### src/sv/ttw_pkg.sv
// shared types, constants and address helper for the text terminal writer
// no dependencies; used by every module of the block by scoped names
package ttw_pkg;

   localparam int COLUMNS = 80;
   localparam int ROWS = 25;
   localparam int CELL_COUNT = ROWS * COLUMNS;
   localparam int ADDR_W = $clog2(CELL_COUNT);

   localparam int CMD_W = 2;
   localparam int CHAR_W = 8;
   localparam int COLOR_W = 8;
   localparam int COL_W = 7;
   localparam int ROW_W = 5;
   localparam int CELL_W = 16;

   localparam logic [CHAR_W-1:0] NEWLINE_CODE = 8'h0A;
   localparam logic [CHAR_W-1:0] BLANK_CODE = 8'h20;
   localparam logic [COLOR_W-1:0] DEFAULT_ATTR = 8'h07;
   localparam logic [CELL_W-1:0] BLANK_CELL = {DEFAULT_ATTR, BLANK_CODE};

   localparam logic [ADDR_W-1:0] COLUMNS_A = ADDR_W'(COLUMNS);
   localparam logic [ADDR_W-1:0] LAST_CELL = ADDR_W'(CELL_COUNT - 1);
   localparam logic [ADDR_W-1:0] LAST_COPY = ADDR_W'(CELL_COUNT - COLUMNS - 1);
   localparam logic [ADDR_W-1:0] LAST_ROW_BASE = ADDR_W'((ROWS - 1) * COLUMNS);
   localparam logic [ROW_W-1:0] ROW_LAST = ROW_W'(ROWS - 1);
   localparam logic [COL_W:0] COLUMNS_C = (COL_W + 1)'(COLUMNS);
   localparam logic [ROW_W:0] ROWS_C = (ROW_W + 1)'(ROWS);

   typedef enum logic [CMD_W-1:0] {
      CMD_PUT = 2'd0,
      CMD_SET = 2'd1,
      CMD_CLEAR = 2'd2,
      CMD_READ = 2'd3
   } cmd_type;

   typedef enum logic [2:0] {
      ST_CLEAR,
      ST_IDLE,
      ST_RD_WAIT,
      ST_SCR_RD,
      ST_SCR_WR,
      ST_FILL,
      ST_RESP
   } state_type;

   typedef struct packed {
      logic wr_en;
      logic [ADDR_W-1:0] wr_addr;
      logic [CELL_W-1:0] wr_data;
      logic rd_en;
      logic [ADDR_W-1:0] rd_addr;
   } ram_req_type;

   typedef struct packed {
      logic [CELL_W-1:0] cell_value;
      logic [ROW_W-1:0] cursor_row;
      logic [COL_W-1:0] cursor_col;
      logic did_scroll;
      logic ignored;
   } result_type;

   function automatic logic [ADDR_W-1:0] cell_addr(input logic [ROW_W-1:0] row,
                                                   input logic [COL_W-1:0] col);
      logic [ADDR_W-1:0] r;
      logic [ADDR_W-1:0] c;
      r = ADDR_W'(row);
      c = ADDR_W'(col);
      return r * COLUMNS_A + c;
   endfunction

endpackage

### src/sv/ttw_ctrl.sv
// command sequencer: cursor, put/set/read/clear and the scroll and clear sweeps
// depends on ttw_pkg; drives ttw_cell_ram through a ram_req_type struct
module ttw_ctrl (
   input  logic                          clock,
   input  logic                          reset,
   input  logic                          req_valid,
   output logic                          req_ready,
   input  logic [ttw_pkg::CMD_W-1:0]     req_cmd,
   input  logic [ttw_pkg::CHAR_W-1:0]    req_char_code,
   input  logic [ttw_pkg::COLOR_W-1:0]   req_color,
   input  logic [ttw_pkg::COL_W-1:0]     req_pos_x,
   input  logic [ttw_pkg::ROW_W-1:0]     req_pos_y,
   output ttw_pkg::ram_req_type          ram_req,
   input  logic [ttw_pkg::CELL_W-1:0]    rd_data,
   output logic                          res_valid,
   input  logic                          res_ready,
   output ttw_pkg::result_type           res
);

   ttw_pkg::state_type state_ff, state_in;
   logic [ttw_pkg::ADDR_W-1:0] idx_ff, idx_in;
   logic [ttw_pkg::ROW_W-1:0] row_ff, row_in;
   logic [ttw_pkg::COL_W-1:0] col_ff, col_in;
   logic [ttw_pkg::COLOR_W-1:0] color_ff, color_in;
   logic from_cmd_ff, from_cmd_in;
   logic [ttw_pkg::CELL_W-1:0] value_ff, value_in;
   logic scroll_ff, scroll_in;
   logic ignored_ff, ignored_in;

   logic [ttw_pkg::COL_W:0] col_next;
   logic in_range;

   assign col_next = {1'b0, col_ff} + (ttw_pkg::COL_W + 1)'(1);
   assign in_range = ({1'b0, req_pos_x} < ttw_pkg::COLUMNS_C) &&
                     ({1'b0, req_pos_y} < ttw_pkg::ROWS_C);

   always_ff @(posedge clock) begin
      if (reset) begin
         state_ff <= ttw_pkg::ST_CLEAR;
         idx_ff <= '0;
         row_ff <= '0;
         col_ff <= '0;
         from_cmd_ff <= 1'b0;
      end else begin
         state_ff <= state_in;
         idx_ff <= idx_in;
         row_ff <= row_in;
         col_ff <= col_in;
         from_cmd_ff <= from_cmd_in;
      end
   end

   always_ff @(posedge clock) begin
      color_ff <= color_in;
      value_ff <= value_in;
      scroll_ff <= scroll_in;
      ignored_ff <= ignored_in;
   end

   always_comb begin
      state_in = state_ff;
      idx_in = idx_ff;
      row_in = row_ff;
      col_in = col_ff;
      color_in = color_ff;
      from_cmd_in = from_cmd_ff;
      value_in = value_ff;
      scroll_in = scroll_ff;
      ignored_in = ignored_ff;
      ram_req = '0;
      req_ready = 1'b0;
      res_valid = 1'b0;

      case (state_ff)
         ttw_pkg::ST_CLEAR: begin
            ram_req.wr_en = 1'b1;
            ram_req.wr_addr = idx_ff;
            ram_req.wr_data = ttw_pkg::BLANK_CELL;
            idx_in = idx_ff + ttw_pkg::ADDR_W'(1);
            if (idx_ff == ttw_pkg::LAST_CELL) begin
               state_in = from_cmd_ff ? ttw_pkg::ST_RESP : ttw_pkg::ST_IDLE;
            end
         end
         ttw_pkg::ST_IDLE: begin
            req_ready = 1'b1;
            if (req_valid) begin
               value_in = '0;
               scroll_in = 1'b0;
               ignored_in = 1'b0;
               state_in = ttw_pkg::ST_RESP;
               case (req_cmd)
                  ttw_pkg::CMD_PUT: begin
                     if (req_char_code != ttw_pkg::NEWLINE_CODE) begin
                        ram_req.wr_en = 1'b1;
                        ram_req.wr_addr = ttw_pkg::cell_addr(row_ff, col_ff);
                        ram_req.wr_data = {req_color, req_char_code};
                     end
                     if (req_char_code == ttw_pkg::NEWLINE_CODE ||
                         col_next >= ttw_pkg::COLUMNS_C) begin
                        col_in = '0;
                        if (row_ff == ttw_pkg::ROW_LAST) begin
                           scroll_in = 1'b1;
                           color_in = req_color;
                           idx_in = '0;
                           state_in = ttw_pkg::ST_SCR_RD;
                        end else begin
                           row_in = row_ff + ttw_pkg::ROW_W'(1);
                        end
                     end else begin
                        col_in = col_next[ttw_pkg::COL_W-1:0];
                     end
                  end
                  ttw_pkg::CMD_SET: begin
                     if (in_range) begin
                        ram_req.wr_en = 1'b1;
                        ram_req.wr_addr = ttw_pkg::cell_addr(req_pos_y, req_pos_x);
                        ram_req.wr_data = {req_color, req_char_code};
                     end else begin
                        ignored_in = 1'b1;
                     end
                  end
                  ttw_pkg::CMD_CLEAR: begin
                     row_in = '0;
                     col_in = '0;
                     idx_in = '0;
                     from_cmd_in = 1'b1;
                     state_in = ttw_pkg::ST_CLEAR;
                  end
                  ttw_pkg::CMD_READ: begin
                     if (in_range) begin
                        ram_req.rd_en = 1'b1;
                        ram_req.rd_addr = ttw_pkg::cell_addr(req_pos_y, req_pos_x);
                        state_in = ttw_pkg::ST_RD_WAIT;
                     end else begin
                        ignored_in = 1'b1;
                     end
                  end
                  default: begin
                     ignored_in = 1'b0;
                  end
               endcase
            end
         end
         ttw_pkg::ST_RD_WAIT: begin
            value_in = rd_data;
            state_in = ttw_pkg::ST_RESP;
         end
         ttw_pkg::ST_SCR_RD: begin
            ram_req.rd_en = 1'b1;
            ram_req.rd_addr = idx_ff + ttw_pkg::COLUMNS_A;
            state_in = ttw_pkg::ST_SCR_WR;
         end
         ttw_pkg::ST_SCR_WR: begin
            ram_req.wr_en = 1'b1;
            ram_req.wr_addr = idx_ff;
            ram_req.wr_data = rd_data;
            if (idx_ff == ttw_pkg::LAST_COPY) begin
               idx_in = ttw_pkg::LAST_ROW_BASE;
               state_in = ttw_pkg::ST_FILL;
            end else begin
               idx_in = idx_ff + ttw_pkg::ADDR_W'(1);
               state_in = ttw_pkg::ST_SCR_RD;
            end
         end
         ttw_pkg::ST_FILL: begin
            ram_req.wr_en = 1'b1;
            ram_req.wr_addr = idx_ff;
            ram_req.wr_data = {color_ff, ttw_pkg::BLANK_CODE};
            idx_in = idx_ff + ttw_pkg::ADDR_W'(1);
            if (idx_ff == ttw_pkg::LAST_CELL) begin
               state_in = ttw_pkg::ST_RESP;
            end
         end
         ttw_pkg::ST_RESP: begin
            res_valid = 1'b1;
            if (res_ready) begin
               state_in = ttw_pkg::ST_IDLE;
            end
         end
         default: begin
            state_in = ttw_pkg::ST_IDLE;
         end
      endcase
   end

   assign res.cell_value = value_ff;
   assign res.cursor_row = row_ff;
   assign res.cursor_col = col_ff;
   assign res.did_scroll = scroll_ff;
   assign res.ignored = ignored_ff;

endmodule

### config.mk
export PLATFORM = sky130hd
export DESIGN_NAME = ttw_ctrl
export DESIGN_NICKNAME = d
export VERILOG_FILES = /design/src/sv/ttw_pkg.sv /design/src/sv/ttw_ctrl.sv
export SDC_FILE = /design/constraint.sdc
export NUM_CORES = 1
export LEC_CHECK = 0
export ABC_AREA = 1
export ABC_CLOCK_PERIOD_IN_PS = 6400
export BUFFER_PORTS_ARGS = -buffer_cell sky130_fd_sc_hd__buf_2
export CORE_ASPECT_RATIO = 1.2
export CORE_MARGIN = 3
export CORE_UTILIZATION = 52
export CTS_CLUSTER_DIAMETER = 100
export DETAILED_ROUTE_END_ITERATION = 7
export HOLD_SLACK_MARGIN = 0.12
export MAX_ROUTING_LAYER = met4
export PLACE_DENSITY = 0.8
export SYNTH_ARGS = -nofsm -noshare
export SYNTH_HDL_FRONTEND = slang
export SYNTH_SLANG_ARGS = --single-unit
### constraint.sdc
create_clock -name clock -period 6.4 [get_ports clock]
set_input_delay 1.28 -clock clock [delete_from_list [all_inputs] [get_ports clock]]
set_output_delay 1.28 -clock clock [all_outputs]
set_load 0.1 [all_outputs]
==> flow_summary_export.csv <==
group,metric,value,unit
worst_setup_path,cp.required,5.12,ns
place,gp_congestion,0.928,
worst_setup_path,crit_slowest_cell,"buf_2",
yosys,synth_cell_types,41,
yosys,synth-seq-cells,53,
die,io_pins,122,
drt,viasPerCell,5.50,
yosys,ys_seq_area_share,32.3,%
sta,clock_skew,0.0101,ns
worst_setup_path,critPathBufInv,3,
drt,dr.pass1.iters,5,
drt,drt_iter0_markers,337,
sta,worstMarginPinSlew,0.688,ns
clocking,postCtsHoldBufs,0,
power,netSwitchingFraction,60.8,%
drt,drc,0,
grt,track_usage,26.9,%
power,clkPwrFrac,12.3,%
yosys,synth_edf_count,26,
power,cellPowerDensity,338,nW/um^2
sta,finalSetupViolations,0,
yosys,syn_inst,575,
yosys,synthArstFlopShare,0,%
sta,fin_crit_sh,74.7,%
clocking,clockBufferDepth,2,
place,place_inst,775,
sta,fmax,209,MHz
clocking,cts_buffers,5,
grt,grt_pass1_vias,4182,
power,p_sw,997,uW
run_status,outcome,"finished clean",
finish,area_growth,18.4,%
clocking,clkTransAtPathRegs,0.10,ns
clocking,clockRootBuffer,"clkbuf_8",
worst_setup_path,cp-end-kind,"primary output",
clocking,cts_tree,"yes",
finish,finalNonFillerCells,783,
worst_setup_path,crit_family,"adder cells",
job,drv_cap,0,
grt,overflow,0,
clocking,clk_latency,0.32,ns
clocking,cts_setup_buffers,0,
grt,grt_pass1_wl,18.9,mm
drt,drt-wirelength-per-cell,14.9,um
drt,ant_nets,0,
sta,setup_ws,1.62,ns
sta,fin_crit,4.78,ns
grt,antenna_found_initial,0,
clocking,cts.repair.resized,0,
place,dp_hpwl,9.52,mm
sta,drv_slew,0,
finish,fin_nets,771,
die,fp.dieH,103,um
sta,fin_tns_setup,0,ns
finish,mostFrequentLayoutCell,"nand2_1",
place,pre_cts_ws,1.62,ns
power,pwr-share-seq,26.3,%
die,core_area,7440,um^2
finish,drive_gt1_share,26.3,%
worst_setup_path,r2r_setup_slack,4.16,ns
yosys,synthFlopType,"dfxtp_1",
worst_setup_path,slowest_delay,0.42,ns
yosys,syn-num-nets,654,
finish,antennaDiodeCount,0,
yosys,avgSynthCellArea,7.12,um^2
power,ir_drop,427,uV
yosys,synth_warnings,0,
power,pwr-share-comb,61.4,%
die,num_rows,34,
grt,grt_max_degree,26,
finish,most-common-layout-cells,"nand2_1, buf_2, inv_1",
worst_setup_path,path_max_fanout,4,
worst_setup_path,start_kind,"primary input",
sta,finalHoldViolCount,0,
place,io_buffers,121,
worst_setup_path,critical_path_class,"primary input to primary output",
worst_setup_path,path_cells,"buf_2 > ha_1 > ha_1 > fa_1 > xor2_1 > inv_1 > nor2_1 > or2_2 > nand3b_1 > nand2_1 > nand2_1 > nand2_1 > buf_2",
sta,slew_headroom,54.0,%
yosys,netlist_area,4090,um^2
power,leakagePower,0.00234,uW
clocking,cts_max_level,2,
worst_setup_path,critPathArrivalTime,3.50,ns
die,initial_utilization,55.0,%
die,die_area,8980,um^2
sta,rsz0062_at_grt,"false",
power,cellInternalPower,642,uW
die,die_width,87.0,um
clocking,clock-sinks,53,
worst_setup_path,worst_path_most_repeated_cell,"nand2_1",
drt,vias,4305,
drt,wirelength,11.7,mm
min_path,hold_class,"flop to flop",
-- power groups by stage --
stage | combinational (uW) | sequential, uW | clock, uW
floorplan | 696 | 582 | 0
global placement | 993 | 437 | 0
detailed placement | 1000 | 438 | 0
CTS | 1010 | 430 | 203
global route | 1070 | 435 | 218
finish | 1010 | 431 | 201
-- worst reg2reg max path: cells and delay by family (launching register included) --
kind                     cells  cell delay, ns
AND/OR/NAND/NOR              6            0.98
flip-flops                   1            0.45
AO/OA/AOI/OAI                2            0.24
adder cells (fa/ha/maj)      1            0.22
-- final cells by class --
cell class | instances | area [um^2]
multi-input combinational | 420 | 2360
clock inverter | 3 | 26.3
tap | 90 | 113
timing repair buffer | 121 | 606
sequential | 53 | 1320
clock buffer | 5 | 68.8
inverter | 91 | 345
fill | 679 | 2600
-- logic make-up (layout without fill, tap and decap cells) --
logic type,count (synthesis),after routing,synth area share [%]
and+or+nand+nor,270,270,29.7
xor gates and xnor gates,14,14,3.00
AOI/OAI and AO/OA,107,107,15.5
DFF,53,53,32.3
buffers and inverters,102,220,9.94
adders and majority gates,29,29,9.60
-- state kept, by name, summed over array words and instances (netlist names) --
register,flops
idx_ff,11
row_ff,5
col_ff,7
value_ff,16
ignored_ff,1
scroll_ff,1
from_cmd_ff,1
color_ff,8
state_ff,3
-- path summary, 6_finish.rpt --
check                from           to  depth (start not counted)
max          req_pos_y[1]  ram_req[38]                         13
min             idx_ff[3]    idx_ff[3]                          2
max reg2reg     col_ff[1]  color_ff[5]                          9
min reg2reg     idx_ff[3]    idx_ff[3]                          2
-- layer usage --
layer,track usage [%],part of all wire (%)
met5,-,0
met2,48.9,50
met1,30.9,40
met4,8.51,1.6
met3,3.09,8.9
-- synthesized netlist by cell type (5+ instances only) --
cell / number / area, um^2
edfxtp_1: 26 / 781
nand4_1: 7 / 43.8
nor2_1: 60 / 225
nand3_1: 31 / 155
a21oi_2: 10 / 87.6
xor2_1: 14 / 123
nand2_2: 15 / 93.8
clkbuf_1: 5 / 18.8
a21oi_1: 26 / 130
nand2_1: 129 / 484
o21ai_1: 5 / 25.0
o211ai_1: 5 / 37.5
o21ai_0: 36 / 180
inv_1: 83 / 312
dfxtp_1: 27 / 541
nor2_2: 8 / 50.1
o22ai_1: 16 / 100
ha_1: 25 / 313
inv_2: 6 / 22.5
-- stage by stage --
stage               instance area (um^2)  utilization [%]  hold slack (ns)  total power, uW
floorplan                           4090                -            0.437             1280
global placement                    4750             63.8            0.457             1430
detailed placement                  4750             63.8            0.457             1440
CTS                                 4840             65.1            0.475             1640
global route                        4840             65.1            0.495             1720
finish                              4840             65.1            0.471             1640
No activity file was read; power rests on OpenSTA's default activity.
